==> config.mk <==
export PLATFORM = sky130hd
export DESIGN_NAME = lif_neuron_with_weight_learning_top
export DESIGN_NICKNAME = d
export VERILOG_FILES = /design/src/hw/rtl/lifn_pkg.sv /design/src/hw/rtl/lifn_mul.sv /design/src/hw/rtl/lifn_wmem.sv /design/src/hw/rtl/lif_neuron_with_weight_learning_top.sv
export SDC_FILE = /design/constraint.sdc
export NUM_CORES = 2
export LEC_CHECK = 0
export BUFFER_PORTS_ARGS = -buffer_cell sky130_fd_sc_hd__buf_2
export CELL_PAD_IN_SITES_DETAIL_PLACEMENT = 0
export CELL_PAD_IN_SITES_GLOBAL_PLACEMENT = 1
export CORE_MARGIN = 1.5
export CORE_UTILIZATION = 36
export CTS_BUF_LIST = sky130_fd_sc_hd__clkbuf_16
export DETAILED_ROUTE_END_ITERATION = 8
export GPL_ROUTABILITY_DRIVEN = 0
export GPL_TIMING_DRIVEN = 0
export PLACE_DENSITY_LB_ADDON = 0.05
export RECOVER_POWER = 50
export SKIP_LAST_GASP = 1
export SLEW_MARGIN = 15
export SYNTH_ARGS = -nofsm -noshare
export SYNTH_HDL_FRONTEND = slang
export SYNTH_SLANG_ARGS = --single-unit
==> constraint.sdc <==
create_clock -name clock -period 9 [get_ports clock]
set_clock_uncertainty 0.2 [all_clocks]
set_input_delay 0.9 -clock clock [delete_from_list [all_inputs] [get_ports clock]]
set_output_delay 0.9 -clock clock [all_outputs]
set_load 0.01 [all_outputs]
==> src/hw/rtl/lifn_pkg.sv <==
package lifn_pkg;

   // input word
   typedef struct packed {
      logic [2:0]         opcode;
      logic [5:0]         synapse_index;
      logic signed [15:0] signed_value;
   } req_type;

   // result word
   typedef struct packed {
      logic               fired;
      logic               spike_out;
      logic signed [15:0] potential;
      logic [14:0]        weight_read;
   } rsp_type;

   typedef enum logic [2:0] {
      OP_SPIKE = 3'd0,
      OP_PULSE = 3'd1,
      OP_TICK  = 3'd2,
      OP_TRAIN = 3'd3,
      OP_LOAD  = 3'd4,
      OP_RESET = 3'd5
   } opcode_type;

   typedef enum logic [2:0] {
      S_IDLE,
      S_OPER,
      S_DRIVE,
      S_LEAK,
      S_SETTLE,
      S_DONE
   } state_type;

   localparam logic [1:0] CSR_RESISTANCE = 2'd0;
   localparam logic [1:0] CSR_INV_TAU    = 2'd1;
   localparam logic [1:0] CSR_REST       = 2'd2;
   localparam logic [1:0] CSR_LRATE      = 2'd3;

   localparam logic [15:0] RESISTANCE_RST = 16'd256;
   localparam logic [15:0] INV_TAU_RST    = 16'd6554;
   localparam logic [15:0] REST_RST       = 16'd0;
   localparam logic [15:0] LRATE_RST      = 16'd164;

   localparam logic signed [15:0] ONE_Q14   = 16'sd16384;
   localparam logic [14:0]        WEIGHT_MAX = 15'd16384;

   localparam logic signed [40:0] SUM_MAX = 41'sd8388607;
   localparam logic signed [40:0] SUM_MIN = -41'sd8388608;
   localparam logic signed [40:0] POT_MAX = 41'sd32767;
   localparam logic signed [40:0] POT_MIN = -41'sd32768;
   localparam logic signed [40:0] WGT_MAX = 41'sd16384;

   function automatic logic signed [23:0] sat24(input logic signed [40:0] v);
      logic signed [40:0] r;
      if (v > SUM_MAX) begin
         r = SUM_MAX;
      end else if (v < SUM_MIN) begin
         r = SUM_MIN;
      end else begin
         r = v;
      end
      return r[23:0];
   endfunction

   function automatic logic signed [15:0] sat16(input logic signed [40:0] v);
      logic signed [40:0] r;
      if (v > POT_MAX) begin
         r = POT_MAX;
      end else if (v < POT_MIN) begin
         r = POT_MIN;
      end else begin
         r = v;
      end
      return r[15:0];
   endfunction

   // weights live in [0, 1.0]
   function automatic logic [14:0] clamp_weight(input logic signed [40:0] v);
      logic signed [40:0] r;
      if (v < 41'sd0) begin
         r = 41'sd0;
      end else if (v > WGT_MAX) begin
         r = WGT_MAX;
      end else begin
         r = v;
      end
      return r[14:0];
   endfunction

endpackage

==> src/hw/rtl/lifn_mul.sv <==
module lifn_mul
   import lifn_pkg::*;
(
   input  logic               clock,
   input  logic signed [23:0] mul_a,
   input  logic signed [16:0] mul_b,
   output logic signed [40:0] mul_prod_ff
);

   logic signed [40:0] mul_prod_in;

   assign mul_prod_in = 41'(mul_a) * 41'(mul_b);

   always_ff @(posedge clock) begin
      mul_prod_ff <= mul_prod_in;
   end

endmodule

==> src/hw/rtl/lifn_wmem.sv <==
module lifn_wmem
   import lifn_pkg::*;
#(
   parameter int DEPTH = 64,
   parameter int AW    = 6
) (
   input  logic          clock,
   input  logic          wr_en,
   input  logic [AW-1:0] wr_addr,
   input  logic [14:0]   wr_data,
   input  logic [AW-1:0] rd_addr,
   output logic [14:0]   rd_data_ff
);

   logic [14:0] mem [DEPTH];

   always_ff @(posedge clock) begin
      if (wr_en) begin
         mem[wr_addr] <= wr_data;
      end
   end

   always_ff @(posedge clock) begin
      rd_data_ff <= mem[rd_addr];
   end

endmodule

==> src/hw/rtl/lif_neuron_with_weight_learning_top.sv <==
// channel | direction | handshake              | word
// req     | in        | req_valid / req_stall  | req_type: opcode, synapse_index, signed_value
// rsp     | out       | rsp_valid / rsp_stall  | rsp_type: fired, spike_out, potential, weight_read
// csr     | in        | csr_valid / csr_ready  | csr_index (2b), csr_data (16b)
//
// One word at a time. Spike, pulse, load, reset and unused opcodes go through the
// operate and done states; train on a valid synapse adds settle; tick runs operate,
// drive, leak, settle, done. The tick passes twice through the single shared
// multiplier (drive, then leak), with a saturate stage between.
// Reset is synchronous; it clears potential, input sum and flag and reloads the csr
// defaults. Weights are not cleared. A held result does not block the next accept;
// the sequencer waits in its last state only while a previous result is stalled.
module lif_neuron_with_weight_learning_top
   import lifn_pkg::*;
#(
   parameter int SYNAPSES = 64
) (
   input  logic        clock,
   input  logic        reset,

   input  logic        req_valid,
   output logic        req_stall,
   input  req_type     req_data,

   output logic        rsp_valid,
   input  logic        rsp_stall,
   output rsp_type     rsp_data,

   input  logic        csr_valid,
   output logic        csr_ready,
   input  logic [1:0]  csr_index,
   input  logic [15:0] csr_data
);

   localparam int AW = (SYNAPSES > 1) ? $clog2(SYNAPSES) : 1;

   state_type          state_ff, state_in;
   logic [2:0]         op_ff, op_in;
   logic [AW-1:0]      addr_ff, addr_in;
   logic               idx_ok_ff, idx_ok_in;
   logic signed [15:0] val_ff, val_in;

   logic signed [23:0] sum_ff, sum_in;
   logic signed [15:0] pot_ff, pot_in;
   logic               flag_ff, flag_in;
   logic               fired_ff, fired_in;
   logic [14:0]        wt_ff, wt_in;
   logic signed [23:0] diff_ff, diff_in;

   logic [15:0]        res_ff, itc_ff, rest_ff, lr_ff;

   rsp_type            rsp_ff, rsp_in;
   logic               rsp_valid_ff, rsp_valid_in;

   logic signed [23:0] mul_a;
   logic signed [16:0] mul_b;
   logic signed [40:0] mul_prod_ff;

   logic               mem_we;
   logic [14:0]        mem_wdata;
   logic [AW-1:0]      req_addr;
   logic [14:0]        mem_rdata_ff;

   assign req_addr  = AW'({{AW{1'b0}}, req_data.synapse_index});
   assign req_stall = (state_ff != S_IDLE);
   assign rsp_valid = rsp_valid_ff;
   assign rsp_data  = rsp_ff;
   assign csr_ready = 1'b1;

   lifn_mul u_mul (
      .clock       (clock),
      .mul_a       (mul_a),
      .mul_b       (mul_b),
      .mul_prod_ff (mul_prod_ff)
   );

   lifn_wmem #(
      .DEPTH (SYNAPSES),
      .AW    (AW)
   ) u_wmem (
      .clock      (clock),
      .wr_en      (mem_we),
      .wr_addr    (addr_ff),
      .wr_data    (mem_wdata),
      .rd_addr    (req_addr),
      .rd_data_ff (mem_rdata_ff)
   );

   always_ff @(posedge clock) begin
      if (reset) begin
         res_ff  <= RESISTANCE_RST;
         itc_ff  <= INV_TAU_RST;
         rest_ff <= REST_RST;
         lr_ff   <= LRATE_RST;
      end else if (csr_valid && csr_ready) begin
         unique case (csr_index)
            CSR_RESISTANCE: res_ff  <= csr_data;
            CSR_INV_TAU:    itc_ff  <= csr_data;
            CSR_REST:       rest_ff <= csr_data;
            CSR_LRATE:      lr_ff   <= csr_data;
            default: ;
         endcase
      end
   end

   always_ff @(posedge clock) begin
      if (reset) begin
         state_ff     <= S_IDLE;
         sum_ff       <= '0;
         pot_ff       <= '0;
         flag_ff      <= 1'b0;
         rsp_valid_ff <= 1'b0;
      end else begin
         state_ff     <= state_in;
         sum_ff       <= sum_in;
         pot_ff       <= pot_in;
         flag_ff      <= flag_in;
         rsp_valid_ff <= rsp_valid_in;
      end
   end

   always_ff @(posedge clock) begin
      op_ff     <= op_in;
      addr_ff   <= addr_in;
      idx_ok_ff <= idx_ok_in;
      val_ff    <= val_in;
      fired_ff  <= fired_in;
      wt_ff     <= wt_in;
      diff_ff   <= diff_in;
      rsp_ff    <= rsp_in;
   end

   always_comb begin
      logic signed [23:0] drive;
      logic signed [15:0] np;
      logic [14:0]        w;

      state_in     = state_ff;
      op_in        = op_ff;
      addr_in      = addr_ff;
      idx_ok_in    = idx_ok_ff;
      val_in       = val_ff;
      sum_in       = sum_ff;
      pot_in       = pot_ff;
      flag_in      = flag_ff;
      fired_in     = fired_ff;
      wt_in        = wt_ff;
      diff_in      = diff_ff;
      rsp_in       = rsp_ff;
      rsp_valid_in = rsp_valid_ff && rsp_stall;
      mul_a        = sum_ff;
      mul_b        = {1'b0, res_ff};
      mem_we       = 1'b0;
      mem_wdata    = '0;
      drive        = '0;
      np           = '0;
      w            = '0;

      unique case (state_ff)
         S_IDLE: begin
            if (req_valid) begin
               op_in     = req_data.opcode;
               addr_in   = req_addr;
               idx_ok_in = (int'(req_data.synapse_index) < SYNAPSES);
               val_in    = req_data.signed_value;
               state_in  = S_OPER;
            end
         end
         S_OPER: begin
            // weight read was launched at accept
            wt_in    = mem_rdata_ff;
            fired_in = 1'b0;
            state_in = S_DONE;
            unique case (op_ff)
               OP_SPIKE: begin
                  if (idx_ok_ff) begin
                     sum_in = sat24(41'(sum_ff) + 41'($signed({1'b0, mem_rdata_ff})));
                  end
               end
               OP_PULSE: begin
                  sum_in = sat24(41'(sum_ff) + 41'(val_ff));
               end
               OP_TICK: begin
                  mul_a    = sum_ff;
                  mul_b    = {1'b0, res_ff};
                  state_in = S_DRIVE;
               end
               OP_TRAIN: begin
                  mul_a = 24'(val_ff);
                  mul_b = 17'($signed(lr_ff));
                  if (idx_ok_ff) begin
                     state_in = S_SETTLE;
                  end
               end
               OP_LOAD: begin
                  if (idx_ok_ff) begin
                     mem_we    = 1'b1;
                     mem_wdata = clamp_weight(41'(val_ff));
                     wt_in     = mem_wdata;
                  end
               end
               OP_RESET: begin
                  sum_in  = '0;
                  pot_in  = '0;
                  flag_in = 1'b0;
               end
               default: ;
            endcase
         end
         S_DRIVE: begin
            drive    = sat24(mul_prod_ff >>> 8);
            diff_in  = sat24(41'(drive) - 41'(pot_ff));
            state_in = S_LEAK;
         end
         S_LEAK: begin
            mul_a    = diff_ff;
            mul_b    = {1'b0, itc_ff};
            state_in = S_SETTLE;
         end
         S_SETTLE: begin
            if (op_ff == OP_TICK) begin
               np     = sat16(41'(pot_ff) + (mul_prod_ff >>> 16));
               sum_in = '0;
               if (np >= ONE_Q14) begin
                  pot_in   = $signed(rest_ff);
                  flag_in  = 1'b1;
                  fired_in = 1'b1;
               end else if (np < 16'sd0) begin
                  pot_in  = '0;
                  flag_in = 1'b0;
               end else begin
                  pot_in  = np;
                  flag_in = 1'b0;
               end
            end else begin
               // training: weight += factor * rate, Q2.14
               w         = clamp_weight(41'($signed({1'b0, wt_ff})) + (mul_prod_ff >>> 14));
               mem_we    = 1'b1;
               mem_wdata = w;
               wt_in     = w;
            end
            state_in = S_DONE;
         end
         S_DONE: begin
            if (!rsp_valid_ff || !rsp_stall) begin
               rsp_in.fired       = fired_ff;
               rsp_in.spike_out   = flag_ff;
               rsp_in.potential   = pot_ff;
               rsp_in.weight_read = idx_ok_ff ? wt_ff : 15'd0;
               rsp_valid_in       = 1'b1;
               state_in           = S_IDLE;
            end
         end
         default: state_in = S_IDLE;
      endcase
   end

`ifndef SYNTHESIS
   a_fired_sets_flag: assert property (@(posedge clock) disable iff (reset)
      rsp_valid_ff |-> (!rsp_ff.fired || rsp_ff.spike_out))
      else $error("fired result without output flag");

   a_wmem_write_state: assert property (@(posedge clock) disable iff (reset)
      mem_we |-> ((state_ff == S_OPER) || (state_ff == S_SETTLE)))
      else $error("weight write outside execute states");

   a_tick_clears_sum: assert property (@(posedge clock) disable iff (reset)
      ((state_ff == S_SETTLE) && (op_ff == OP_TICK)) |=> (sum_ff == '0))
      else $error("input sum not cleared by tick");

   a_result_slot_free: assert property (@(posedge clock) disable iff (reset)
      ((state_ff == S_DONE) && rsp_valid_ff && rsp_stall) |=> (state_ff == S_DONE))
      else $error("result dropped while output stalled");
`endif

endmodule
==> key figures <==
Run status
  • Status: complete, but fails checks
  • Failing checks: max-capacitance violations, max-slew violations

Place
  • # port buffers: between 80 and 90
  • Final HPWL DP: between 150 and 200 mm
  • Dpl ws: -2.296 ns

Worst setup path
  • Buf/Inv on CP: 5
  • Worst Path Arrival: about 9.3 ns
  • Crit-path slowest cell: fa_1
  • Reg-to-reg slack, setup: 0.20 ns
  • Critical R2R Launch: op_ff[2]
  • Cell mode on critical path: fa_1
  • Required time worst endpoint: 9.46 ns
  • Worst Path Max Fanout: 10
  • CP endpoint kind: flip-flop
  • Startpoint types: flip-flop
  • Cell count of the worst reg-to-reg path: 27
  • Delay-heaviest family, CP: adder cells
  • Slowest stage delay, CP: 0.57 ns
  • R2R Path End: u_mul.mul_prod_ff[40]
  • Kind of critical path: reg -> reg

Min path
  • Worst hold path cell count: 1
  • Worst hold-check path type: in -> reg
  • Worst Hold End: val_ff[2]
  • Hold Startpoint: req_data[2]

Clock tree
  • Clock latency on the worst-skew pair: about 0.81 ns
  • CTS Root Cell: clkbuf_16
  • CTS Buf Count: 138
  • H-tree lvl count: 4
  • Clk buf depth: 3
  • Clock slew at reported path FFs: roughly 0.07 ns
  • CTS tree: yes
  • Clock net sink count: between 1,000 and 1,500

STA
  • Max Slew Vio Count: 34
  • Worst slew pin tran: around 2.1 ns
  • RSZ-0062 raised after global routing: false
  • Maximum clock frequency: about 110 MHz
  • Final worst path period share: 0.9778
  • Worst Setup Slack, final: around 0.2 ns
  • Hold slack: between 0.07 and 0.08 ns
  • Setup violators final: 0
  • Minimum clock period after layout: approximately 8.8 ns
  • Relative slew margins: -0.3852
  • Setup TNS: 0 ns
  • Hold Vio Cnt, Final: 0

Global routing
  • Vias in the first global route: between 40,000 and 50,000
  • Total Routing Usage GR: 0.2446
  • Antenna violations before repair: 10
  • First-pass GRT wire length: between 300 and 400 mm
  • Global route total overflow: 0
  • Largest net degree at the start of global routing: 65

Synthesis
  • Gate Count Post-Synth: slightly below 5,000
  • Largest area contributor in the synthesized netlist: edfxtp_1
  • Synth cell types: 94
  • Area contributors post-synth: edfxtp_1, fa_1, mux4_2
  • Syn Nets: about 5,500
  • Synthesis-stage register bit count: between 1,000 and 1,500
  • Post-synth EDFFs: between 1,000 and 1,500
  • Synth top area share: 0.4763
  • Main flop type after synthesis: edfxtp_1
  • Post-Syn Area: 66,700 um^2
  • Yosys warning count: 0
  • Ys async rst share: 0
  • Sequential area share after synthesis: 0.5234
  • Synthesized area per cell: ~14 um^2

Detailed routing
  • DRC violations left: 0
  • DRT iter0 DRCs: 3,078
  • ANT nets after route: 0
  • Final wirelength: 227.2 mm
  • DR WL/cell: 29.00 um
  • First-pass iteration count of the detailed router: 6
  • Vias per cell: between 5 and 6
  • Vias after detailed routing: approximately 42,000

Floorplan
  • I/O pin count: 84
  • Die height: around 430 um
  • Initial core utilization: 0.3632
  • Core footprint: approximately 180,000 um^2
  • Site Rows: about 160
  • Die span in x: roughly 430 um
  • Die area: 187,900 um^2

Final layout
  • Final-stage net count: between 5,000 and 6,000
  • Area delta synth->final: 15.73%
  • Share of layout cells above drive strength 1: 0.1614

Power and ir drop
  • Peak supply drop: around 0.16 mV
  • Pwr Density: ~200 nW/um^2
  • Leakage: between 20 and 30 nW

Run
  • Max cap viols: 1
==> worst max path at each step <==
stage                                       end  slack [ns]  depth (start not counted)   startpoint
final                     u_mul.mul_prod_ff[40]        0.20                         27     op_ff[2]
after global routing      u_mul.mul_prod_ff[40]       0.008                         30     op_ff[2]
after CTS                 u_mul.mul_prod_ff[36]      0.0008                         28     op_ff[2]
after detailed placement  u_mul.mul_prod_ff[36]       -2.30                         30     op_ff[1]
after global placement        u_wmem.mem[43][6]       -4.13                         12     wt_ff[0]
after floorplan           u_mul.mul_prod_ff[38]        0.97                         30  state_ff[2]
==> timing repair <==
item | 4_1_cts | 5_1_grt
endpoints found under the setup margin | 28 | 11
pin swaps | 7 | 9
resized for setup | 151 | 33
hold buffers | 0 | 0
buffers inserted | 23 | 13
==> cells in the final DEF, fill, tap and decap left out, types with 30 or more instances in the layout <==
cell type  netlist  routed
a211oi_1        33      32
nand2b_1        37      36
buf_4            1      48
clkbuf_1       189     246
nand3_1         34      34
inv_1          487     512
xnor2_1         78      75
dfxtp_1        157     157
edfxtp_1      1058    1058
nand2_1        481     481
ha_1           198     197
nor3_1          39      39
mux4_2         315     315
xor2_1          44      41
fa_1           405     402
clkbuf_16        0     141
clkinv_1         0      30
buf_8            0      46
nor2_1         371     366
a21oi_1        201     198
buf_2            5      50
o21ai_0         82      80
a21o_1          72      71
a22oi_1         38      37
==> sequential cells by signal, indices dropped and copies added (netlist names), 6 cells and up <==
register,count
u_wmem.mem,960
rsp_data,33
u_mul.mul_prod_ff,33
diff_ff,24
sum_ff,24
itc_ff,16
lr_ff,16
pot_ff,16
res_ff,16
rest_ff,16
val_ff,16
u_wmem.rd_data_ff,15
wt_ff,15
addr_ff,6
==> per-layer routing <==
layer | global-route usage | vias up | share of wire
met5 | 0 | - | 0.000057
met4 | 0.08047 | 2 | 0.032
met3 | 0.02511 | 277 | 0.036
met2 | 0.4359 | 1019 | 0.52
met1 | 0.3099 | 22034 | 0.41
li1 | - | 18612 | -
==> report_power, final <==
group	total (W)	internal, W	switching, W	leakage, nW
sequential	0.00661	0.00639	0.000225	10.8
combinational	0.00370	0.00133	0.00237	15.4
clock	0.00550	0.00311	0.00240	2.27
==> through the flow <==
stage	std cells	util	cell area, um^2	power (W)
floorplan	4859	-	66700	0.008840
global placement	7405	0.3822	70200	0.01026
detailed placement	7557	0.3963	72800	0.01039
CTS	7817	0.4239	77850	0.01598
global route	7831	0.4203	77190	0.01646
finish	7833	0.4203	77200	0.01582
==> cell families after synthesis <==
group	synth area share
DFF	0.5234
and+or+nand+nor	0.07387
AOI/OAI and AO/OA	0.07891
buffers and inverters	0.04072
adders and majority gates	0.1597
muxes	0.1073
xor gates and xnor gates	0.01602
other	0.00005622
==> worst reg2reg max path: stages (launching register included) <==
cell and delay [ns]:
edfxtp_1 0.48, nand3b_1 0.35, nor2_2 0.19, clkbuf_8 0.22, a22oi_1 0.09, nor2_1 0.17
a221o_2 0.40, buf_2 0.38, nand2_1 0.14, fa_1 0.55, inv_1 0.07, fa_1 0.57
fa_1 0.45, fa_1 0.51, fa_1 0.51, inv_1 0.06, fa_1 0.48, inv_1 0.06
ha_1 0.34, a21oi_2 0.20, o21ai_0 0.18, a22o_1 0.33, a2111o_1 0.47, a31oi_4 0.35
o31a_4 0.23, o211ai_2 0.14, a31oi_4 0.22, xor2_2 0.33
==> cells in the mapped netlist (19+ instances only) <==
cell type  count
a211oi_1      33
a21o_1        72
a21oi_1      201
a221o_1       47
a221oi_1      46
a22oi_1       38
a31oi_1       21
and2_1        25
and3_1        19
buf_1         33
clkbuf_1     189
dfxtp_1      157
edfxtp_1    1058
fa_1         405
ha_1         198
inv_1        487
mux4_2       315
nand2_1      481
nand2b_1      37
nand3_1       34
nand3b_1      21
nand4_1       22
nor2_1       371
nor3_1        39
o21a_1        19
o21ai_0       82
o31ai_1       38
xnor2_1       78
xor2_1        44
==> cell type report <==
cell class / instances / area, um^2
fill: 17199 / 106500
sequential: 1215 / 34910
multi-input combinational: 2927 / 29900
clock buffer: 141 / 3528
tap: 2464 / 3083
timing repair buffer: 270 / 2004
inverter: 487 / 1828
buffer: 217 / 1026
clock inverter: 109 / 908.4
antenna: 3 / 7.507
(Power assumes the default switching activity.)
